`config.mk`:
```
export PLATFORM = sky130hd
export DESIGN_NAME = rau_back_flat
export DESIGN_NICKNAME = d
export VERILOG_FILES = /design/src/design/rau_pkg.sv /design/src/design/rau_if.sv /design/src/design/rau_back.sv /design/src/flat_wrapper.sv
export SDC_FILE = /design/constraint.sdc
export NUM_CORES = 2
export LEC_CHECK = 0
export ABC_AREA = 0
export BUFFER_PORTS_ARGS = -buffer_cell sky130_fd_sc_hd__buf_4
export CORE_AREA = 5 5 313 315
export CTS_CLUSTER_DIAMETER = 40
export DETAILED_ROUTE_END_ITERATION = 8
export DIE_AREA = 0 0 318 320
export GPL_TIMING_DRIVEN = 0
export PLACE_DENSITY = 0.64
export SYNTH_ARGS = -nofsm -noshare
export SYNTH_HDL_FRONTEND = slang
export SYNTH_SLANG_ARGS = --single-unit
export TNS_END_PERCENT = 5
```
`constraint.sdc`:
```
create_clock -name clk -period 9.7 [get_ports clk]
set_clock_uncertainty 0.1 [all_clocks]
set_input_delay 1.455 -clock clk [delete_from_list [all_inputs] [get_ports clk]]
set_output_delay 1.455 -clock clk [all_outputs]
set_load 0.02 [all_outputs]
```
`src/design/rau_pkg.sv`:
```
// ----------------------------------------------------------------------------
// rau_pkg: shared types and constants of the rational arithmetic unit.
// Holds operation and status codes and the queue entry format.
// ----------------------------------------------------------------------------
package rau_pkg;

  // Operation codes.
  localparam logic [2:0] OP_ADD = 3'd0;
  localparam logic [2:0] OP_SUB = 3'd1;
  localparam logic [2:0] OP_MUL = 3'd2;
  localparam logic [2:0] OP_DIV = 3'd3;
  localparam logic [2:0] OP_INC = 3'd4;

  // Status codes.
  localparam logic [1:0] ST_OK   = 2'd0;
  localparam logic [1:0] ST_ZDEN = 2'd1;
  localparam logic [1:0] ST_OVF  = 2'd2;

  // Magnitude width of raw intermediates (two 32-bit magnitudes, one add).
  localparam int MAG_W = 65;

  // One classified request passed from the front part to the back part.
  typedef struct packed {
    logic             neg;     // result sign
    logic [MAG_W-1:0] nmag;    // raw numerator magnitude
    logic [MAG_W-1:0] dmag;    // raw denominator magnitude
    logic             zden;    // zero denominator or undefined op
    logic             znum;    // zero numerator
  } rau_job_t;

endpackage

```
`src/design/rau_if.sv`:
```


interface rau_out_if;
  logic               valid;
  logic               ready;
  logic signed [31:0] res_num;
  logic [30:0]        res_den;
  logic [1:0]         status;

  modport source (output valid, res_num, res_den, status, input ready);
  modport sink (input valid, res_num, res_den, status, output ready);
endinterface

```
`src/design/rau_back.sv`:
```
// ----------------------------------------------------------------------------
// rau_back: reduction unit.
// Binary GCD then restoring division of both magnitudes, one step a cycle.
// ----------------------------------------------------------------------------
module rau_back
  import rau_pkg::*;
#(
  parameter int WIDTH = 32
) (
  input  logic      clk,
  input  logic      rst_n,
  input  logic      job_valid,
  output logic      job_ready,
  input  rau_job_t  job,
  rau_out_if.source out_if
);

  typedef enum logic [2:0] {S_IDLE, S_SHIFT, S_GCD, S_DIV, S_CHK, S_OUT} st_t;

  localparam int CW = $clog2(MAG_W + 1);
  localparam logic [MAG_W-1:0] LIM = MAG_W'((65'd1 << (WIDTH - 1)) - 65'd1);

  st_t              st_r;
  logic             neg_r;
  logic [MAG_W-1:0] n_r, d_r, u_r, v_r;
  logic [CW-1:0]    k_r, cnt_r;
  logic [MAG_W-1:0] g_r;
  logic [MAG_W-1:0] qn_r, qd_r, rn_r, rd_r;
  logic signed [31:0] res_num_r;
  logic [30:0]      res_den_r;
  logic [1:0]       status_r;

  assign job_ready      = (st_r == S_IDLE);
  assign out_if.valid   = (st_r == S_OUT);
  assign out_if.res_num = res_num_r;
  assign out_if.res_den = res_den_r;
  assign out_if.status  = status_r;

  // One restoring-division step for each quotient.
  logic [MAG_W:0]   trn, trd;
  logic [MAG_W-1:0] bn, bd;
  always_comb begin
    bn  = n_r >> cnt_r;
    bd  = d_r >> cnt_r;
    trn = {rn_r, bn[0]} - {1'b0, g_r};
    trd = {rd_r, bd[0]} - {1'b0, g_r};
  end

  logic [MAG_W-1:0] negv;
  assign negv = ~qn_r + 1'b1;

  // Sequencer.
  always_ff @(posedge clk) begin
    if (!rst_n) begin
      st_r <= S_IDLE;
    end else begin
      case (st_r)
        S_IDLE: begin
          if (job_valid) begin
            n_r <= job.nmag; d_r <= job.dmag; neg_r <= job.neg;
            u_r <= job.nmag; v_r <= job.dmag; k_r <= '0;
            if (job.zden) begin
              res_num_r <= '0; res_den_r <= '0; status_r <= ST_ZDEN;
              st_r <= S_OUT;
            end else if (job.znum) begin
              res_num_r <= '0; res_den_r <= 31'd1; status_r <= ST_OK;
              st_r <= S_OUT;
            end else begin
              st_r <= S_SHIFT;
            end
          end
        end
        // Strip common factors of two.
        S_SHIFT: begin
          if (!u_r[0] && !v_r[0]) begin
            u_r <= u_r >> 1; v_r <= v_r >> 1; k_r <= k_r + 1'b1;
          end else begin
            st_r <= S_GCD;
          end
        end
        // Binary GCD on the odd part.
        S_GCD: begin
          if (!u_r[0]) begin
            u_r <= u_r >> 1;
          end else if (!v_r[0]) begin
            v_r <= v_r >> 1;
          end else if (u_r == v_r) begin
            g_r   <= u_r << k_r;
            cnt_r <= CW'(MAG_W - 1);
            rn_r  <= '0; rd_r <= '0; qn_r <= '0; qd_r <= '0;
            st_r  <= S_DIV;
          end else if (u_r > v_r) begin
            u_r <= (u_r - v_r) >> 1;
          end else begin
            v_r <= (v_r - u_r) >> 1;
          end
        end
        // Divide both magnitudes by the GCD, one bit a cycle.
        S_DIV: begin
          if (!trn[MAG_W]) begin
            rn_r <= trn[MAG_W-1:0]; qn_r <= {qn_r[MAG_W-2:0], 1'b1};
          end else begin
            rn_r <= {rn_r[MAG_W-2:0], bn[0]}; qn_r <= {qn_r[MAG_W-2:0], 1'b0};
          end
          if (!trd[MAG_W]) begin
            rd_r <= trd[MAG_W-1:0]; qd_r <= {qd_r[MAG_W-2:0], 1'b1};
          end else begin
            rd_r <= {rd_r[MAG_W-2:0], bd[0]}; qd_r <= {qd_r[MAG_W-2:0], 1'b0};
          end
          if (cnt_r == '0) st_r <= S_CHK;
          else cnt_r <= cnt_r - 1'b1;
        end
        // Range check and sign placement.
        S_CHK: begin
          if ((qd_r > LIM) || (neg_r ? (qn_r > LIM + 1'b1) : (qn_r > LIM))) begin
            res_num_r <= '0; res_den_r <= '0; status_r <= ST_OVF;
          end else begin
            res_num_r <= neg_r ? negv[31:0] : qn_r[31:0];
            res_den_r <= qd_r[30:0];
            status_r  <= ST_OK;
          end
          st_r <= S_OUT;
        end
        S_OUT: begin
          if (out_if.ready) st_r <= S_IDLE;
        end
        default: st_r <= S_IDLE;
      endcase
    end
  end

endmodule

```
`src/flat_wrapper.sv`:
```
// flat-port wrapper written by rule: the top's interface ports become plain ports
module rau_back_flat import rau_pkg::*;
#(
  parameter int WIDTH = 32
)
  (clk, rst_n, job_valid, job_ready, job, out_if_valid, out_if_res_num, out_if_res_den, out_if_status, out_if_ready);
  rau_out_if out_if_i ();
  input  logic clk;
  input  logic rst_n;
  input  logic job_valid;
  output logic job_ready;
  input  rau_job_t job;
  output wire logic [$bits(out_if_i.valid)-1:0] out_if_valid;
  output wire logic [$bits(out_if_i.res_num)-1:0] out_if_res_num;
  output wire logic [$bits(out_if_i.res_den)-1:0] out_if_res_den;
  output wire logic [$bits(out_if_i.status)-1:0] out_if_status;
  input wire logic [$bits(out_if_i.ready)-1:0] out_if_ready;
  assign out_if_valid = out_if_i.valid;
  assign out_if_res_num = out_if_i.res_num;
  assign out_if_res_den = out_if_i.res_den;
  assign out_if_status = out_if_i.status;
  assign out_if_i.ready = out_if_ready;
  rau_back #(.WIDTH(WIDTH)) u_core (.clk(clk), .rst_n(rst_n), .job_valid(job_valid), .job_ready(job_ready), .job(job), .out_if(out_if_i));
endmodule
```
* Yosys cells after proc, flatten, opt, wreduce, memory -nomap -nowiden
Index checks and enable logic that the tools add are counted.
Word-level totals: register bits after elaboration 668, word-level logic and storage cells 135
Cells by class: add/sub/neg operators 7, magnitude comparators 4, equality and inequality tests 21, shift-type cells 3, muxes and demuxes 60, bitwise gates (word level) 1, reduce and logical (&&, ||, !) cells 21
Operators with widths (count):
- 65-bit two-way mux | 17
- 65-bit case mux with 2 select lines | 4
- 65-bit case mux with 3 select lines | 2
- 32-bit two-way mux | 5
- 66-bit by 65-bit subtractor with 66-bit output | 2
- 65-bit by 31-bit greater-than comparator with 1-bit output, second input constant | 2
- 65-bit by 7-bit >> shifter with 1-bit output | 2
- 65-bit subtractor | 2
- 31-bit two-way mux | 4
- 65-bit == test | 1
- 65-bit by 32-bit greater-than comparator with 1-bit output, second input constant | 1
- 65-bit greater-than comparator | 1
- 65-bit by 7-bit left shift with 65-bit output | 1
- 32-bit case mux with 2 select lines | 1
- 31-bit case mux with 2 select lines | 1
- 7-bit two-way mux | 6
- 32-bit by 1-bit adder with 32-bit output, second input constant | 1
- 32-bit NOT | 1
- 7-bit case mux with 2 select lines | 2
- 3-bit two-way mux | 9
- 7-bit AND reduction | 3
- 3-bit case mux with 6 select lines | 1
- 3-bit != test, second input constant | 5
- 5-bit AND reduction | 3
- 21 further kinds | 40

* Longest topological paths before layout
word-level depth 6, mapped depth 24, gate-level depth less buffers 23

* Least setup slack after synthesis
OpenSTA, ideal clock, no wires.
path kind register to register, start reg u_core.u_r[38], end reg u_core.g_r[0] (enable), data arrival time 8.061 ns, required time 8.951 ns, setup slack 0.890 ns, cell stages (with the launch flop) 9, buffers on the path 1, cells stage by stage edfxtp_1 > ha_1 > clkbuf_1 > nand2_1 > nor3_1 > nand4_1 > nor2_1 > nand4_1 > nor4_1
Between the ends: word-level cells in the longest chain between the ends 2
RTL lines:
- from (decl) | line rau_back.sv:25 | logic [MAG_W-1:0] n_r, d_r, u_r, v_r;
- from (signal assigned) | line rau_back.sv:76 | u_r <= u_r >> 1; v_r <= v_r >> 1; k_r <= k_r + 1'b1;
- from (signal assigned) | line rau_back.sv:84 | u_r <= u_r >> 1;
- from (signal assigned) | line rau_back.sv:93 | u_r <= (u_r - v_r) >> 1;
- 65-bit == test | line rau_back.sv:87 | end else if (u_r == v_r) begin
- 5-bit AND reduction (no line)
- to (signal assigned) | line rau_back.sv:88 | g_r <= u_r << k_r;
- to (decl) | line rau_back.sv:27 | logic [MAG_W-1:0] g_r;
Every way passes these cells. A chain may end at the register's enable or synchronous reset.

* Final worst setup path
start reg u_core.cnt_r[0], end reg u_core.rd_r[0], data pin
Between the ends: word-level cells in the longest chain between the ends 4
RTL lines:
- from (decl) | line rau_back.sv:26 | logic [CW-1:0] k_r, cnt_r;
- from (signal assigned) | line rau_back.sv:89 | cnt_r <= CW'(MAG_W - 1);
- from (signal assigned) | line rau_back.sv:111 | else cnt_r <= cnt_r - 1'b1;
- 65-bit by 7-bit >> shifter with 1-bit output * | line rau_back.sv:44 | bd = d_r >> cnt_r;
- 66-bit by 65-bit subtractor with 66-bit output | line rau_back.sv:46 | trd = {rd_r, bd[0]} - {1'b0, g_r};
- 65-bit two-way mux * | line rau_back.sv:105 | if (!trd[MAG_W]) begin
- 65-bit case mux with 2 select lines * | line rau_back.sv:57 | case (st_r)
- to (signal assigned) | line rau_back.sv:106 | rd_r <= trd[MAG_W-1:0]; qd_r <= {qd_r[MAG_W-2:0], 1'b1};
- to (signal assigned) | line rau_back.sv:108 | rd_r <= {rd_r[MAG_W-2:0], bd[0]}; qd_r <= {qd_r[MAG_W-2:0], 1'b0};
- to (decl) | line rau_back.sv:28 | logic [MAG_W-1:0] qn_r, qd_r, rn_r, rd_r;
Every way passes the cells marked *; elsewhere a longest branch is shown, timed or not.

==> flow_summary.yaml <==
status:
  status: "finished clean"
cells_and_area:
  drive_above_1_share_pct: 11.0
  final_common_cell: "edfxtp_1"
  nNetsFinal: 5660
  post-route-cell-area_um2: 54400
  fin_util_pct: 57.5
  fin_cells: 6611
  area_delta_synth_final_pct: 15.4
  final_cell_mix: "edfxtp_1, nand2_1, nor2_1"
  diodes: 0
  fillCellCount: 8426
synthesis:
  synth_top_area_cell: "edfxtp_1"
  synth_top_area_share_pct: 42.4
  synth-edff-count: 665
  synth_area_leaders: "edfxtp_1, ha_1, a21oi_1, nand2_1, o21ai_0"
  synth.net_count: 5325
  yosysSeqAreaShare_pct: 42.5
  syn_avg_cell_area_um2: 9.58
  synth_ff_type: "edfxtp_1"
  synth_seq_cells: 668
  synth_area_um2: 47100
  syn_inst: 4919
  synth_cell_type_count: 85
  yosysWarnings: 0
  synthArstFlopShare_pct: 0
clock_tree:
  cts_buffers: 106
  holdBufCountCts: 0
  clk_pin_slew_worst_paths_ps: 60
  cts_sinks: 668
  cts-root-buf: "clkbuf_16"
  insertion_delay_ps: 690
  post_cts.repair.setup_buffers: 0
  cts_tree: "built"
  cts-resized-gates: 0
  clock_path_buffers: 3
  h-tree-depth: 3
placed_design:
  gp_congestion: 1.05
  dp_hpwl_mm: 124
  dpl.cell_count: 6411
  placed_area_um2: 50700
  io_buffers: 203
  preCtsSetupSlack_ps: 872
worst_setup_path:
  start_kind: "register"
  critical_path_class: "reg -> reg"
  setup.worst_path.end_class: "register"
  timing.rr.end: "u_core.rd_r[0]$_SDFFCE_PN0P_"
  r2r_slack_ps: 780
  required_ps: 10030
  crit_fanout: 10
  ff2ff_path_depth: 22
  r2r-start: "u_core.cnt_r[0]$_SDFFCE_PN0P_"
  crit_arrival_ps: 9250
grt:
  grt-ovfl-total: 0
  grt_util_all_layers_pct: 30.0
  grt_first_pass_wirelength_mm: 238
  grt_pass1_vias: 39200
  antenna_found_initial: 0
  grt_max_degree: 59
timing:
  hold_violations: 0
  drv_slew: 0
  period_share_pct: 92.0
  fmax_ghz: 0.112
  layout_min_cycle_time_ps: 8920
  slew_headroom_pct: 3.56
  rsz0062_at_grt: "no"
  setup_violations: 0
  setup_slack_ps: 780
  tightest_slew_ps: 1430
route:
  drt-pass1-iter-count: 6
  dr_total_vias: 40300
  wl_per_cell_um: 23.9
  avgViaCountPerCell: 6.09
  routed_wl_mm: 158
  drcViolationCount: 0
  ant_nets: 0
  first_iter_violations: 4171
power:
  power_per_cell_area_nw_per_um2: 249
  peakVddDrop_mv: 0.180
  cellLeakagePower_nw: 21.6
floorplan:
  coreArea_um2: 94600
  die_area_um2: 102000
  initial_core_util_pct: 49.8
  io-pin-count: 204
  die_w_um: 318
  die_y_um: 320
  rows: 113
flow_run:
  drv_cap: 0
min_path:
  worstHoldPathCells: 1
  hold_path_class: "reg -> reg"
  min_to: "u_core.out_if.res_den[20]$_SDFFCE_PP0P_"
  min-delay-start: "u_core.qd_r[20]$_SDFFCE_PN0P_"
-- cells by family after synthesis --
group	after synthesis	share of synthesized area, %
muxes	201	6.28
AOI/OAI and AO/OA	1466	19.6
buffers and inverters	573	4.72
adders and majority gates	269	7.21
and+or+nand+nor	1461	14.5
xor gates and xnor gates	281	5.22
DFF	668	42.5
-- worst max-delay path by stage --
stage	from	slack, ps	cells after the start	to
global placement	u_core.u_r[50]$_DFFE_PP_	-2610	8	u_core.g_r[3]$_SDFFCE_PP0P_
finish	u_core.cnt_r[0]$_SDFFCE_PN0P_	780	22	u_core.rd_r[0]$_SDFFCE_PN0P_
floorplan	u_core.u_r[38]$_DFFE_PP_	890	8	u_core.g_r[0]$_SDFFCE_PP0P_
global route	u_core.cnt_r[0]$_SDFFCE_PN0P_	440	22	u_core.rd_r[0]$_SDFFCE_PN0P_
CTS	u_core.cnt_r[0]$_SDFFCE_PN0P_	820	22	u_core.rd_r[0]$_SDFFCE_PN0P_
detailed placement	u_core.cnt_r[0]$_SDFFCE_PN0P_	870	22	u_core.rd_r[0]$_SDFFCE_PN0P_
-- critical path, cell delays in order (launching register included) --
cell and delay, ps:
edfxtp_1 310, clkbuf_1 550, buf_1 940, clkbuf_1 850, mux2_2 420, a22oi_1 140, nand2_1 90, o22ai_1 440
o31ai_1 290, a21oi_1 420, ha_1 300, nor2b_1 70, o21a_1 180, o21ai_0 460, a2111oi_2 220, o21ai_1 370
and4_1 290, or2_1 210, o41ai_4 110, xnor2_1 860, clkbuf_1 680, nand2_1 100, and3_1 230
-- cell usage after synthesis (10+ instances only) --
library cell / n
a21oi_1: 402
a31oi_1: 42
or2_2: 16
o21a_1: 35
nor3_1: 56
nand2b_1: 34
a211oi_1: 68
o211ai_1: 19
mux2_2: 18
xnor2_1: 172
o31a_1: 11
a21boi_0: 11
xor2_1: 109
o21ai_0: 365
o22a_1: 10
nor2_1: 420
buf_2: 18
mux4_2: 74
a21o_1: 154
mux2i_1: 109
a221oi_1: 19
nor2b_1: 31
clkbuf_1: 250
o21bai_1: 63
o22ai_1: 18
and3_1: 146
o41ai_1: 10
and2_1: 51
or3_1: 23
edfxtp_1: 665
nor4_1: 30
a41oi_1: 12
buf_1: 23
inv_1: 266
o31ai_1: 23
nand3_1: 45
nand4_1: 84
nand2_1: 489
a22oi_1: 136
ha_1: 265
-- metrics by stage --
step           setup TNS [ps]  total power, mW  hold slack (ps)
6_report                    0             13.5              446
5_1_grt                     0             14.2              475
4_1_cts                     0             13.5              448
3_5_place_dp                0             9.57              431
3_3_place_gp          -812200             9.58              428
2_1_floorplan               0             7.73              415
-- cell type report --
cell class                      instances  area (µm²)  area share (%)
Timing Repair Buffer                  227        1930            3.55
Multi-Input combinational cell       3678       24900            45.9
Buffer                                304        1220            2.24
Inverter                              269        1010            1.86
Clock buffer                          111        2710            4.99
Tap cell                             1265        1580            2.91
Sequential cell                       668       20000            36.8
Clock inverter                         89         953            1.75
-- layer usage --
| metal | track usage, % | share of wire [%] | up-vias |
|---|---|---|---|
| met3 | 3.64 | 5.9 | 346 |
| met2 | 49.3 | 47 | 1537 |
| met1 | 40.2 | 42 | 19500 |
| li1 | - | - | 18900 |
| met5 | 0 | 0 | - |
| met4 | 13.3 | 5.1 | 0 |
-- where the power goes --
part | leakage [nW] | switching, mW | internal (mW)
logic | 13.8 | 3.69 | 1.94
registers | 6.04 | 0.327 | 3.71
clock network | 1.77 | 1.55 | 2.30
-- flip-flops by register name (all words and copies together), names as in the netlist --
register and flops:
u_core.d_r 65, u_core.g_r 65, u_core.n_r 65, u_core.qd_r 65, u_core.qn_r 65, u_core.rd_r 65, u_core.rn_r 65, u_core.u_r 65
u_core.v_r 65, u_core.out_if.res_num 32, u_core.out_if.res_den 31, u_core.cnt_r 7, u_core.k_r 7, u_core.st_r 3, u_core.out_if.status 2, u_core.neg_r 1
Power figures use the tool's default switching activity.
