==> src/design/rau_pkg.sv <==
// ----------------------------------------------------------------------------
// rau_pkg: shared types and constants of the rational arithmetic unit.
// Holds operation and status codes and the queue entry format.
// ----------------------------------------------------------------------------
package rau_pkg;

  // Operation codes.
  localparam logic [2:0] OP_ADD = 3'd0;
  localparam logic [2:0] OP_SUB = 3'd1;
  localparam logic [2:0] OP_MUL = 3'd2;
  localparam logic [2:0] OP_DIV = 3'd3;
  localparam logic [2:0] OP_INC = 3'd4;

  // Status codes.
  localparam logic [1:0] ST_OK   = 2'd0;
  localparam logic [1:0] ST_ZDEN = 2'd1;
  localparam logic [1:0] ST_OVF  = 2'd2;

  // Magnitude width of raw intermediates (two 32-bit magnitudes, one add).
  localparam int MAG_W = 65;

  // One classified request passed from the front part to the back part.
  typedef struct packed {
    logic             neg;     // result sign
    logic [MAG_W-1:0] nmag;    // raw numerator magnitude
    logic [MAG_W-1:0] dmag;    // raw denominator magnitude
    logic             zden;    // zero denominator or undefined op
    logic             znum;    // zero numerator
  } rau_job_t;

endpackage

==> src/design/rau_queue.sv <==
// ----------------------------------------------------------------------------
// rau_queue: two-entry queue between front and back parts.
// Lets intake continue while the reduction unit is busy.
// ----------------------------------------------------------------------------
module rau_queue
  import rau_pkg::*;
(
  input  logic     clk,
  input  logic     rst_n,
  input  logic     wr_valid,
  output logic     wr_ready,
  input  rau_job_t wr_data,
  output logic     rd_valid,
  input  logic     rd_ready,
  output rau_job_t rd_data
);

  rau_job_t   mem_r [2];
  logic       wp_r, rp_r;
  logic [1:0] cnt_r;
  logic       wr, rd;

  assign wr_ready = (cnt_r != 2'd2);
  assign rd_valid = (cnt_r != 2'd0);
  assign rd_data  = mem_r[rp_r];
  assign wr = wr_valid && wr_ready;
  assign rd = rd_valid && rd_ready;

  // Storage entries.
  always_ff @(posedge clk) begin
    if (wr) mem_r[wp_r] <= wr_data;
  end

  // Pointers and fill count.
  always_ff @(posedge clk) begin
    if (!rst_n) begin
      wp_r <= 1'b0; rp_r <= 1'b0; cnt_r <= 2'd0;
    end else begin
      if (wr) wp_r <= ~wp_r;
      if (rd) rp_r <= ~rp_r;
      cnt_r <= cnt_r + {1'b0, wr} - {1'b0, rd};
    end
  end

endmodule

==> config.mk <==
export PLATFORM = sky130hd
export DESIGN_NAME = rau_queue
export DESIGN_NICKNAME = d
export VERILOG_FILES = /design/src/design/rau_pkg.sv /design/src/design/rau_queue.sv
export SDC_FILE = /design/constraint.sdc
export NUM_CORES = 1
export LEC_CHECK = 0
export BUFFER_PORTS_ARGS = -buffer_cell sky130_fd_sc_hd__buf_2
export CORE_MARGIN = 4
export CORE_UTILIZATION = 56
export DETAILED_ROUTE_END_ITERATION = 8
export GPL_TIMING_DRIVEN = 0
export PLACE_DENSITY = 0.84
export SETUP_SLACK_MARGIN = 0.2
export SLEW_MARGIN = 10
export SYNTH_ARGS = -nofsm -noshare
export SYNTH_HDL_FRONTEND = slang
export SYNTH_SLANG_ARGS = --single-unit
==> constraint.sdc <==
create_clock -name clk -period 13.54 [get_ports clk]
set_input_delay 0 -clock clk [delete_from_list [all_inputs] [get_ports clk]]
set_output_delay 0 -clock clk [all_outputs]
set_load 0.01 [all_outputs]
Word level (Yosys, flattened, before mapping)

Memories as Yosys holds them, arrays and structs flattened. A register that Yosys moved wholly into a read port is not among the register bits.
Index checks and enable logic that the tools add are counted.

Memories: 1
Bits in registers: 4
Input port bits: 137
Memory bits (writable): 266
Bits in read-only memories: 0
Latch bits: 0
Output and inout bits: 135

Bitwise gates (word level): 2
Mux-type cells: 4
Equality and inequality tests: 1
Div/mod/pow operators: 0
Shifts and indexed selects: 0
$mul: 0
Reduce and logical (&&, ||, !) cells: 3
Magnitude comparators: 0
$add $sub $neg: 2

Memory list:

| memory | depth | width | rd ports | clocked after Yosys merged registers in | write ports | RTL line        | text |
|---|---|---|---|---|---|---|---|
| mem_r  | 2     | 133   | 1        | 1                                       | 1           | rau_queue.sv:18 | `rau_job_t mem_r [2];` |

Operators by type and width:

| kind                                         | count |
|---|---|
| 2-to-1 mux 1 bit                             | 4 |
| adder 2 x 1 -> 2 bit                         | 1 |
| logical AND 1 bit                            | 2 |
| inequality test 2 bit, second input constant | 1 |
| inverter 1 bit                               | 2 |
| nonzero test 2 bit                           | 1 |
| subtractor 2 x 1 -> 2 bit                    | 1 |

Logic depth before layout (Yosys ltp)

Gate-level depths: netlist of run 1.

Word-level depth: 4
Mapped depth: 8
Mapped depth without buffers: 8

Worst setup path before layout of run 1

OpenSTA, ideal clock, no wires.

Path kind: register to register
Start point: register cnt_r[0]
End point: memory mem_r[0][0] in the netlist's numbering, enable pin
Library setup time: 0.627 ns
Slack: 6.731 ns
Cell stages (with the launch flop): 4
Arrival: 6.182 ns
Path through: dfxtp_1 -> nand2b_1 -> nand2_1 -> nor2_1

Longest elaborated chain between the ends: 4

RTL lines:

| element                                | RTL line        | text |
|---|---|---|
| from (decl)                            | rau_queue.sv:20 | `logic [1:0] cnt_r;` |
| from (signal assigned)                 | rau_queue.sv:41 | `cnt_r <= cnt_r + {1'b0, wr} - {1'b0, rd};` |
| inequality test 2 bit                  | rau_queue.sv:23 | `assign wr_ready = (cnt_r != 2'd2);` |
| via wr_ready                           | rau_queue.sv:11 | `output logic wr_ready,` |
| logical AND 1 bit                      | rau_queue.sv:26 | `assign wr = wr_valid && wr_ready;` |
| 2-to-1 mux 1 bit                       | rau_queue.sv:31 | `if (wr) mem_r[wp_r] <= wr_data;` |
| 2-to-1 mux 1 bit (implied by the code) | rau_queue.sv:31 |  |
| to (decl)                              | rau_queue.sv:18 |  |

The timed path passes the listed nets, and every way through them passes these cells.

Worst setup path after layout of run 1

Start point: register cnt_r[0]
End point: memory mem_r[0][113] in the netlist's numbering, enable pin

Longest elaborated chain between the ends: 4

RTL lines:

| element                                | RTL line |
|---|---|
| inequality test 2 bit                  | rau_queue.sv:23 |
| logical AND 1 bit                      | rau_queue.sv:26 |
| 2-to-1 mux 1 bit                       | rau_queue.sv:31 |
| 2-to-1 mux 1 bit (implied by the code) | rau_queue.sv:31 |

No other way between the ends.

==> results of run 1 <==
[cell usage after synthesis, drive strengths merged]
library cell | count | area [sq um]
mux2 | 133 | 1760
xnor2 | 3 | 26.28
inv | 1 | 3.750
and3 | 1 | 6.260
nand2b | 2 | 12.51
edfxtp | 266 | 7988
nand2 | 2 | 7.510
mux2i | 1 | 10.01
nor2 | 1 | 3.750
o21a | 1 | 7.510
ha | 2 | 25.02
and2 | 2 | 12.51
or2 | 1 | 6.260
nor2b | 2 | 12.51
buf | 15 | 131.4
dfxtp | 5 | 100.1
[sequential cells by signal, summed over array words and instances, names as in the netlist, named ones only]
name / count
wp_r: 1
mem_r: 266
cnt_r: 2
rp_r: 1
[power groups by stage]
stage / clock [uW] / combinational (uW) / sequential (uW)
2_1_floorplan: 0 / 386 / 1110
3_3_place_gp: 0 / 576 / 1120
3_5_place_dp: 0 / 615 / 1100
4_1_cts: 732 / 652 / 1080
5_1_grt: 774 / 699 / 1090
6_report: 722 / 657 / 1090
[worst paths after layout]
check / end / slack, ps / start / depth (start not counted)
setup / recovery: mem_r[0][113]$_DFFE_PP_ / 11520 / cnt_r[0]$_SDFF_PN0_ / 5
hold / removal: mem_r[1][93]$_DFFE_PP_ / 210 / wr_data[93] / 2
setup reg to reg: mem_r[0][113]$_DFFE_PP_ / 11520 / cnt_r[0]$_SDFF_PN0_ / 5
hold reg to reg: rp_r$_SDFFE_PN0P_ / 600 / rp_r$_SDFFE_PN0P_ / 2
[what timing repair did]
action,in CTS,in global routing
setup endpoints to repair,0,0
hold buffers,136,0
endpoints found under the hold margin,271,0
setup buffers,0,0
[layout make-up]
type	count	area, sq um	share of cell area [%]
diodes	2	5.005	0.03543
plain buffers	15	131.4	0.9299
clock buffers	39	740.7	5.243
clock inverters	9	121.4	0.8591
inverters	1	3.754	0.02657
multi-input cells	151	1903	13.47
flip-flops and latches	271	8088	57.25
well taps	225	281.5	1.993
repair buffers	413	2853	20.19
[logic make-up after synthesis]
logic type,after synthesis
DFF,271
AOI/OAI and AO/OA,1
xor gates and xnor gates,3
and+or+nand+nor,11
adders and majority gates,2
muxes,134
buffers and inverters,16
[worst max-delay path, stage by stage, from the launching register on]
cell	delay, ps
dfxtp_1	380
nand2b_1	210
nand2_1	160
nor2_4	420
buf_12	280
buf_12	240
[per-layer routing]
layer  vias up  GRT usage [%]  share of wire (%)  wire (microns)
met5         -              0                  0               0
met4         0          6.453                2.3             556
met3        43          6.216                8.5            2029
met2       288          43.25                 53           12750
met1      2888          26.69                 36            8569
li1       2624              -                  -               -
[per-stage QoR]
step | util [%] | cells
final | 80.83 | 1126
after global routing | 80.83 | 1126
after CTS | 80.81 | 1124
after detailed placement | 68.08 | 940
after global placement | 67.24 | 934
after floorplan | - | 438
==> metrics.md, run 1 <==
| Metric | Value |
|---|---|
| Number of I/O pins | `272` |
| Vias | `5843` |
| Synthesized net count | `577` |
| Reg power frac | `44.1%` |
| Detail Placement HPWL | `14270 microns` |
| Largest family of logic cells by synthesized area | `multiplexers` |
| RSZ-0062 raised after global routing | `no` |
| CTS Root Cell | `clkbuf_16` |
| PortBufs | `271` |
| DP Area | `11900 sq um` |
| DRT Pass-1 Iters | `4` |
| NetSw | `647.8 uW` |
| Setup violators final | `0` |
| Pins Over Slew Limit | `0` |
| Largest net degree at the start of global routing | `61` |
| TritonCTS clock tree | `yes` |
| First-pass GRT wire length | `36300 microns` |
| Minimum clock period | `2016 ps` |
| Die Width | `142.4 microns` |
| Critical Path RT | `13730 ps` |
| Yosys warning count | `0` |
| Synthesized-area fraction occupied by xor and xnor cells | `0.2598%` |
| Total Nets Final | `1018` |
| Area Overhead vs Synth | `39.69%` |
| Final hold violations | `0` |
| CP Max Fanout | `32` |
| Min Hold Slack | `214.6 ps` |
| Iter 0 DRT Violations | `296` |
| Overflow after GRT | `0` |
| CP Capture Type | `register` |
| CTS Sinks | `271` |
| HP Class | `in -> reg` |
| Number of remaining DRC errors | `0` |
| Post-CTS resize count | `0` |
| Mux contribution to synthesized area | `17.51%` |
| Die area | `20270 sq um` |
| Status | `completed` |
| Die height | `142.4 microns` |
| Reg clk slew, reported paths | `70 ps` |
| Via/cell ratio | `5.189` |
| Synth Instances | `438` |
| Post-synthesis sequential area ratio | `79.97%` |
| Pint | `1816 uW` |
| Antenna viol nets, final | `0` |
| Number of fill cells in the layout | `800` |
| Critical path launch point type | `register` |
| Final period util | `14.89%` |
| Relative slew slack | `67.79%` |
| F_max | `495.9 MHz` |
| WL final | `23900 microns` |
| GPL Wtd Cong | `0.7660` |
| Final Instance Area | `14130 sq um` |
| Max Cap Viol | `0` |
| #FFs+latches synth | `271` |
| Commonest non-fill, non-tap cell in the layout | `buf_2` |
| WS Path Type | `reg -> reg` |
| Switching share of power | `26.29%` |
| Yosys cell types | `18` |
| Power Dens Cells | `174.4 nW/um^2` |
| Pre-CTS setup slack | `11590 ps` |
| Worst slew pin tran | `481.9 ps` |
| # rows | `48` |
| Skew-Pair Late Insertion Delay | `510 ps` |
| Comb power frac | `26.7%` |
| Final setup margin | `11520 ps` |
| Worst EP arrival | `2210 ps` |
| LEAKAGE | `0.005510 uW` |
| Compound-gate portion of the synthesized area | `0.07423%` |
| Fin Setup TNS | `0 ps` |
| Antenna violations before repair | `2` |
| Clock Path Buffers | `3` |
| WL/cell | `21.23 microns` |
| Commonest non-fill, non-tap cells in the layout | `buf_2 (277), edfxtp_1 (266), dlygate4sd3_1 (136)` |
| Synth Cell Area | `10110 sq um` |
| Share of cells above drive strength 1 | `51.50%` |
| Max IR drop VDD | `0.1656 mV` |
| Vias in the first global route | `6566` |
| Clock power share | `29.3%` |
| H-Tree Depth | `1` |
| Core box area | `17480 sq um` |
| Simple-gate area share of the yosys netlist | `0.6062%` |
| Global Route Usage Sum | `23.34%` |
| Initial Utilization | `57.87%` |
| Num CTS Buffers | `26` |
| Synth Area per Inst | `23.09 sq um` |
| Tot Pwr | `2464 uW` |
| Adder-Cell Fraction of Synth Area | `0.2474%` |
| Setup Skew | `11.83 ps` |
Note: power is estimated with default switching activity, not from simulation.
==> run 2, diff against run 1 <==
ABC_AREA = 1   (was unset)
CORE_UTILIZATION = 47   (was 56)
PLACE_DENSITY = 0.75   (was 0.84)
clock period = 1.8 ns   (was 13.54 ns; I/O delays follow)
==> run 2 against run 1 <==
Critical path depth stayed put; clock-buffer cell count down 3; routed wire length grew 4.1%; hold slack got worse by 3.3 ps; cell area up 7.6%; synthesized area is essentially flat; clock power increased to 7.1 times the previous value; synthesized cell count rose by 2.7%; total power increased to 8.0 times the previous value; die area increased by 18%; worst setup slack got worse by 11000 ps.
==> metrics.md, run 2 <==
| Metric | Value |
|---|---|
| Status | `completed (unchanged)` |
| Critical Path RT | `1800 ps (was 13730 ps)` |
| Global Route Usage Sum | `18.57% (was 23.34%)` |
| Area Overhead vs Synth | `50.15% (was 39.69%)` |
| H-Tree Depth | `1 (unchanged)` |
| Number of flip-flops in the largest register | `266 (unchanged)` |
| R2R setup slack | `220 ps (was 11520 ps)` |
| CTS Root Cell | `clkbuf_16 (unchanged)` |
| Final setup margin | `24.08 ps (was 11520 ps)` |
| Yosys top cell area share | `78.93% (was 78.98%)` |
| Die area | `23940 sq um (was 20270 sq um)` |
| Setup violators final | `0 (unchanged)` |
| Worst EP arrival | `1780 ps (was 2210 ps)` |
| Max Cap Viol | `0 (unchanged)` |
| Via/cell ratio | `4.982 (was 5.189)` |
| Pins Over Slew Limit | `0 (unchanged)` |
| Total Nets Final | `1059 (was 1018)` |
| WL final | `24890 microns (was 23900 microns)` |
| PortBufs | `271 (unchanged)` |
| Met3 routed WL | `1977 microns (was 2029 microns)` |
| Max IR drop VDD | `0.9661 mV (was 0.1656 mV)` |
| Antenna viol nets, final | `0 (unchanged)` |
| Synth Cell Area | `10120 sq um (was 10110 sq um)` |
| Post-synth EDFFs | `266 (unchanged)` |
| Cell taking the most area after synthesis | `edfxtp_1 (unchanged)` |
| Largest regs | `mem_r: 266 flops, cnt_r: 2 flops (unchanged)` |
| Final hold violations | `0 (unchanged)` |
| Most used cell, CP | `clkbuf_16 (was buf_12)` |
| DRT Pass-1 Iters | `5 (was 4)` |
| Top FF cell, synth | `edfxtp_1 (unchanged)` |
| Worst Hold Path Cells | `2 (unchanged)` |
| Relative slew slack | `63.58% (was 67.79%)` |
| Number of fill cells in the layout | `1175 (was 800)` |
| Critical path launch point type | `register (unchanged)` |
| Vias | `6048 (was 5843)` |
| Met1 wire length | `8778 microns (was 8569 microns)` |
| TritonCTS clock tree | `yes (unchanged)` |
| Die Width | `154.7 microns (was 142.4 microns)` |
| Die height | `154.7 microns (was 142.4 microns)` |
| WS Path Type | `reg -> out (was reg -> reg)` |
| Pre-CTS setup slack | `-269.3 ps (was 11590 ps)` |
| #FFs+latches synth | `271 (unchanged)` |
| Setup Skew | `11.30 ps (was 11.83 ps)` |
| Metal2 WL | `13640 microns (was 12750 microns)` |
| Overflow after GRT | `0 (unchanged)` |
| Core box area | `21090 sq um (was 17480 sq um)` |
| Largest net degree at the start of global routing | `40 (was 61)` |
| Yosys warning count | `0 (unchanged)` |
| CP max stage delay | `340 ps (was 420 ps)` |
| Post-synth top cells | `edfxtp_1 (266), mux2_4 (70), mux2_2 (63), buf_6 (9), nand2_1 (9) (was edfxtp_1 (266), mux2_4 (70), mux2_2 (63), buf_6 (9), buf_2 (6))` |
| Synthesized net count | `589 (was 577)` |
| Initial Utilization | `47.99% (was 57.87%)` |
| Number of remaining DRC errors | `0 (unchanged)` |
| RSZ-0062 raised after global routing | `yes (was no)` |
| Iter 0 DRT Violations | `306 (was 296)` |
| Num CTS Buffers | `27 (was 26)` |
| CTS Sinks | `271 (unchanged)` |
| First-pass GRT wire length | `35030 microns (was 36300 microns)` |
| Clock Path Buffers | `3 (unchanged)` |
| CP Capture Type | `output port (was register)` |
| Skew-Pair Late Insertion Delay | `510 ps (about the same)` |
| Antenna violations before repair | `0 (was 2)` |
| Worst slew pin tran | `545.7 ps (was 481.9 ps)` |
| Commonest non-fill, non-tap cells in the layout | `edfxtp_1 (266), buf_2 (214), dlygate4sd3_1 (136) (was buf_2 (277), edfxtp_1 (266), dlygate4sd3_1 (136))` |
| Diodes inserted | `0 (was 2)` |
| Final period util | `98.66%` |
| Synth Area per Inst | `22.49 sq um (was 23.09 sq um)` |
| Yosys cell types | `12 (was 18)` |
| Fin Setup TNS | `0 ps (unchanged)` |
| Share of cells above drive strength 1 | `53.99% (was 51.50%)` |
| Cell breakdown of the critical path | `buf_12 > clkbuf_16 > clkbuf_16 > mux2_4 > buf_6 (was nand2b_1 > nand2_1 > nor2_4 > buf_12 > buf_12)` |
| WL/cell | `20.50 microns (was 21.23 microns)` |
| F_max | `563.1 MHz` |
| # rows | `53 (was 48)` |
| LEAKAGE | `0.005930 uW (was 0.005510 uW)` |
| Commonest non-fill, non-tap cell in the layout | `edfxtp_1 (was buf_2)` |
| Post-synthesis sequential area ratio | `79.92% (was 79.97%)` |
| Worst reg-to-reg path cell count | `6 (was 5)` |
| Uppermost layer routed | `met4 (unchanged)` |
| Synth Instances | `450 (was 438)` |
| Vias in the first global route | `6557 (was 6566)` |
| Number of I/O pins | `272 (unchanged)` |
| Reg clk slew, reported paths | `60 ps (was 70 ps)` |
| Detail Placement HPWL | `14130 microns (was 14270 microns)` |
| Power Dens Cells | `1296 nW/um^2 (was 174.4 nW/um^2)` |
| Largest Register | `mem_r (unchanged)` |
| GPL Wtd Cong | `0.7905 (was 0.7660)` |
| HP Class | `in -> reg (unchanged)` |
| Synth area leaders | `edfxtp_1 (79%), mux2_4 (10%), mux2_2 (7.0%) (unchanged)` |
| CP max stage cell | `dfxtp_2 (was nor2_4)` |
| Most frequent cell after synthesis | `edfxtp_1 (unchanged)` |
| Minimum clock period | `1776 ps` |
| CP Max Fanout | `8 (was 32)` |
| Ys async rst share | `0% (unchanged)` |
run 2: layer usage:
metal | up-vias | track usage (%)
met5 | - | 0
met4 | 0 | 5.088
met3 | 44 | 4.393
met2 | 298 | 34.61
met1 | 2977 | 21.33
li1 | 2729 | -
run 2: path summary, 6_finish.rpt:
| path | end | start |
|---|---|---|
| hold / removal | mem_r[1][7]$_DFFE_PP_ | wr_data[7] |
| setup reg to reg | mem_r[1][55]$_DFFE_PP_ | cnt_r[0]$_SDFF_PN0_ |
| setup / recovery | rd_data[108] | register |
| hold reg to reg | register | rp_r$_SDFFE_PN0P_ |
run 2: what timing repair did:
item | 4_1_cts | 5_1_grt
pin swaps | 1 | 5
endpoints found under the hold margin | 281 | 0
resized for setup | 42 | 85
buffers inserted | 7 | 6
cloned | 7 | 7
hold buffers | 136 | 0
setup endpoints to repair | 381 | 243
run 2: cell type report:
type,instances,area (sq um),share of cell area [%]
Tap cell,275,344.1,2.264
Timing Repair inverter,1,7.507,0.04941
Buffer,15,267.8,1.762
Clock inverter,12,83.83,0.5517
Multi-Input combinational cell,158,1982,13.04
Sequential cell,271,8095,53.28
Timing Repair Buffer,439,3665,24.12
Clock buffer,36,719.4,4.735
Inverter,7,30.03,0.1976
run 2: kinds of logic after synthesis:
family	count (synthesis)	share of synthesized area, %
flops	271	79.92
compound gates	2	0.09892
buf+inv	22	1.558
mux	133	17.40
fa+ha+maj	2	0.2472
simple gates	20	0.7789
run 2: power breakdown:
group	internal (uW)	switching (uW)
Combinational	3550	2790
Clock	2930	2180
Sequential	7990	266
Total	14500	5230
run 2: through the flow:
stage | total power (uW) | area (sq um) | std cells | utilization [%] | hold WS (ps)
2_1_floorplan | 11160 | 10150 | 450 | - | 93.42
3_3_place_gp | 12680 | 11850 | 996 | 56.21 | 187.2
3_5_place_dp | 12900 | 11990 | 1003 | 56.88 | 191.3
4_1_cts | 18760 | 14530 | 1201 | 68.91 | 179.5
5_1_grt | 20500 | 15190 | 1214 | 72.05 | 191.3
6_report | 19700 | 15190 | 1214 | 72.05 | 211.3
run 2: worst max-delay path, delay by kind of cell, from the launching register on:
family,cells,cell delay (ps)
DFF,1,340
buffers and inverters,4,610
muxes,1,310
==> run 3, diff against run 2 <==
CELL_PAD_IN_SITES_DETAIL_PLACEMENT = 0   (was unset)
CELL_PAD_IN_SITES_GLOBAL_PLACEMENT = 1   (was unset)
CORE_UTILIZATION = 40   (was 47)
PLACE_DENSITY = unset   (was 0.75)
PLACE_DENSITY_LB_ADDON = 0.1   (was unset)
==> run 3 against run 2 <==
Routed wire length is 7.7% lower; sequential power decreased by 0.6%; total power up 1.5%; register-to-register slack better by 50 ps; clock power is 6.7% higher; largest cell class unchanged; largest power group unchanged; highest routed layer unchanged.
==> metrics.md, run 3 (synthesis results as in run 2) <==
| Metric | Value |
|---|---|
| Number of remaining DRC errors | `0 (unchanged)` |
| Initial Utilization | `41.13% (was 47.99%)` |
| R2R Path Start | `cnt_r[0]$_SDFF_PN0_ (unchanged)` |
| Largest Register | `mem_r (unchanged)` |
| DRT Pass-1 Iters | `6 (was 5)` |
| Total Nets Final | `1065 (was 1059)` |
| Relative slew slack | `82.48% (was 63.58%)` |
| Cell breakdown of the critical path | `buf_12 > buf_16 > buf_12 > mux2_4 > buf_2 (was buf_12 > clkbuf_16 > clkbuf_16 > mux2_4 > buf_6)` |
| Diodes inserted | `0 (unchanged)` |
| H-Tree Depth | `1 (unchanged)` |
| Commonest non-fill, non-tap cell in the layout | `edfxtp_1 (unchanged)` |
| Number of fill cells in the layout | `1820 (was 1175)` |
| Setup violators final | `0 (unchanged)` |
| CP max stage delay | `330 ps (was 340 ps)` |
| HP Class | `in -> reg (unchanged)` |
| DP Area | `12100 sq um (was 11990 sq um)` |
| Final Instance Area | `15440 sq um (was 15190 sq um)` |
| WL/cell | `18.09 microns (was 20.50 microns)` |
| Worst Hold Path EP | `mem_r[1][46]$_DFFE_PP_ (was mem_r[1][7]$_DFFE_PP_)` |
| Critical path launch point type | `register (unchanged)` |
| Global Route Usage Sum | `15.13% (was 18.57%)` |
| Largest net degree at the start of global routing | `37 (was 40)` |
| GRT busiest layer | `met2 (unchanged)` |
| WL final | `22970 microns (was 24890 microns)` |
| TritonCTS clock tree | `yes (unchanged)` |
| First-pass GRT wire length | `33570 microns (was 35030 microns)` |
| Fin Setup TNS | `0 ps (unchanged)` |
| Commonest non-fill, non-tap cells in the layout | `edfxtp_1 (266), buf_2 (195), dlygate4sd3_1 (136) (was edfxtp_1 (266), buf_2 (214), dlygate4sd3_1 (136))` |
| Number of I/O pins | `272 (unchanged)` |
| Setup Skew | `7.164 ps (was 11.30 ps)` |
| Grt met1 use | `17.94% (was 21.33%)` |
| Worst Hold Path Cells | `2 (unchanged)` |
| Die height | `167.1 microns (was 154.7 microns)` |
| Final hold violations | `0 (unchanged)` |
| Met3 Usage GRT | `5.096% (was 4.393%)` |
| Overflow after GRT | `0 (unchanged)` |
| Reg2reg end | `mem_r[0][82]$_DFFE_PP_ (was mem_r[1][55]$_DFFE_PP_)` |
| Antenna violations before repair | `0 (unchanged)` |
| Skew-Pair Late Insertion Delay | `520 ps (was 510 ps)` |
| Max IR drop VDD | `0.7051 mV (was 0.9661 mV)` |
| CTS Root Cell | `clkbuf_16 (unchanged)` |
| Met2 Resource Use GR | `26.47% (was 34.61%)` |
| Share of cells above drive strength 1 | `52.75% (was 53.99%)` |
| WS Path Type | `reg -> out (unchanged)` |
| Most used cell, CP | `buf_12 (was clkbuf_16)` |
| # rows | `57 (was 53)` |
| Vias | `5846 (was 6048)` |
| Vias in the first global route | `6196 (was 6557)` |
| Cell class contributing the biggest share of worst-path delay | `buffers and inverters (unchanged)` |
| Iter 0 DRT Violations | `277 (was 306)` |
| Max Cap Viol | `0 (unchanged)` |
| HP Start | `wr_data[46] (was wr_data[7])` |
| Minimum clock period | `1783 ps (was 1776 ps)` |
| Worst reg-to-reg path cell count | `6 (unchanged)` |
| Clock Path Buffers | `3 (unchanged)` |
| Detail Placement HPWL | `14830 microns (was 14130 microns)` |
| CTS Sinks | `271 (unchanged)` |
| Pins Over Slew Limit | `0 (unchanged)` |
| LEAKAGE | `0.006051 uW (was 0.005930 uW)` |
| Via/cell ratio | `4.603 (was 4.982)` |
| CP Max Fanout | `10 (was 8)` |
| Worst slew pin tran | `262.2 ps (was 545.7 ps)` |
| Number of flip-flops in the largest register | `266 (unchanged)` |
| Status | `completed (unchanged)` |
| Reg clk slew, reported paths | `50 ps (was 60 ps)` |
| F_max | `560.9 MHz (was 563.1 MHz)` |
| Die Width | `167.1 microns (was 154.7 microns)` |
| CP max stage cell | `dfxtp_2 (unchanged)` |
| Die area | `27910 sq um (was 23940 sq um)` |
| Area Overhead vs Synth | `52.60% (was 50.15%)` |
| GPL Wtd Cong | `0.7748 (was 0.7905)` |
| Power Dens Cells | `1295 nW/um^2 (was 1296 nW/um^2)` |
| RSZ-0062 raised after global routing | `yes (unchanged)` |
| Core box area | `24600 sq um (was 21090 sq um)` |
| PortBufs | `271 (unchanged)` |
| CP bufs+invs | `4 (unchanged)` |
| Largest regs | `mem_r: 266 flops, cnt_r: 2 flops (unchanged)` |
| R2R setup slack | `270 ps (was 220 ps)` |
| Final period util | `99.05% (was 98.66%)` |
| Antenna viol nets, final | `0 (unchanged)` |
| Critical Path RT | `1800 ps (about the same)` |
| CP Capture Type | `output port (unchanged)` |
| Worst EP arrival | `1780 ps (about the same)` |
| Num CTS Buffers | `29 (was 27)` |
-- run 3: how the worst max path moves through the flow --
stage	start	to	slack, ps	cells after the start
global route	register	rd_data[99]	-40	5
finish	register	rd_data[99]	20	5
floorplan	cnt_r[0]$_SDFF_PN0_	mem_r[0][0]$_DFFE_PP_	-1110	4
global placement	cnt_r[0]$_SDFF_PN0_	mem_r[1][105]$_DFFE_PP_	-2270	4
detailed placement	cnt_r[0]$_SDFF_PN0_	mem_r[1][105]$_DFFE_PP_	-20	7
CTS	register	rd_data[112]	-30	5
-- run 3: cell type report --
class / count / area [sq um] / share of cell area [%]
sequential: 271 / 8094 / 52.41
timing repair buffer: 445 / 3809 / 24.66
multi-input combinational: 157 / 1947 / 12.61
clock buffer: 43 / 788.3 / 5.105
tap: 324 / 405.4 / 2.625
buffer: 15 / 285.3 / 1.847
clock inverter: 8 / 83.83 / 0.5429
inverter: 7 / 30.03 / 0.1945
-- run 3: worst register-to-register path: cells and delay by family, from the launching register on --
family        cells  cell delay (ps)
buf+inv           3              470
simple gates      3              380
flops             1              350
-- run 3: stage by stage --
step / power [uW] / hold slack [ps] / cells / utilization (%) / setup slack [ps]
after floorplan: 11160 / 93.42 / 450 / - / -1111
after global placement: 12780 / 186.9 / 1045 / 48.43 / -2267
after detailed placement: 12990 / 190.8 / 1054 / 49.19 / -24.12
after CTS: 19240 / 165.1 / 1251 / 59.76 / -32.55
after global routing: 20950 / 174.6 / 1270 / 62.76 / -39.68
final: 20000 / 192.5 / 1270 / 62.76 / 17.16
-- run 3: metal layers --
metal,vias to the layer above,part of all wire (%)
li1,2750,-
met1,2837,38
met2,221,51
met3,38,7.9
met4,0,2.6
met5,-,0
-- run 3: where the power goes --
part           total, uW  leakage, uW  internal, uW  switching, uW
Clock               5450     0.000420          3270           2170
Combinational       6350      0.00310          3670           2680
Sequential          8200      0.00253          7980            220
Total              20000      0.00605         14900           5080
-- run 3: repair_timing --
| action | in CTS | in global routing |
|---|---|---|
| endpoints found under the hold margin | 276 | 0 |
| endpoints found under the setup margin | 239 | 243 |
| buffers inserted | 5 | 14 |
| gates cloned | 5 | 5 |
| hold buffers | 136 | 0 |
| pin swaps | 2 | 2 |
| gates resized for setup | 41 | 110 |
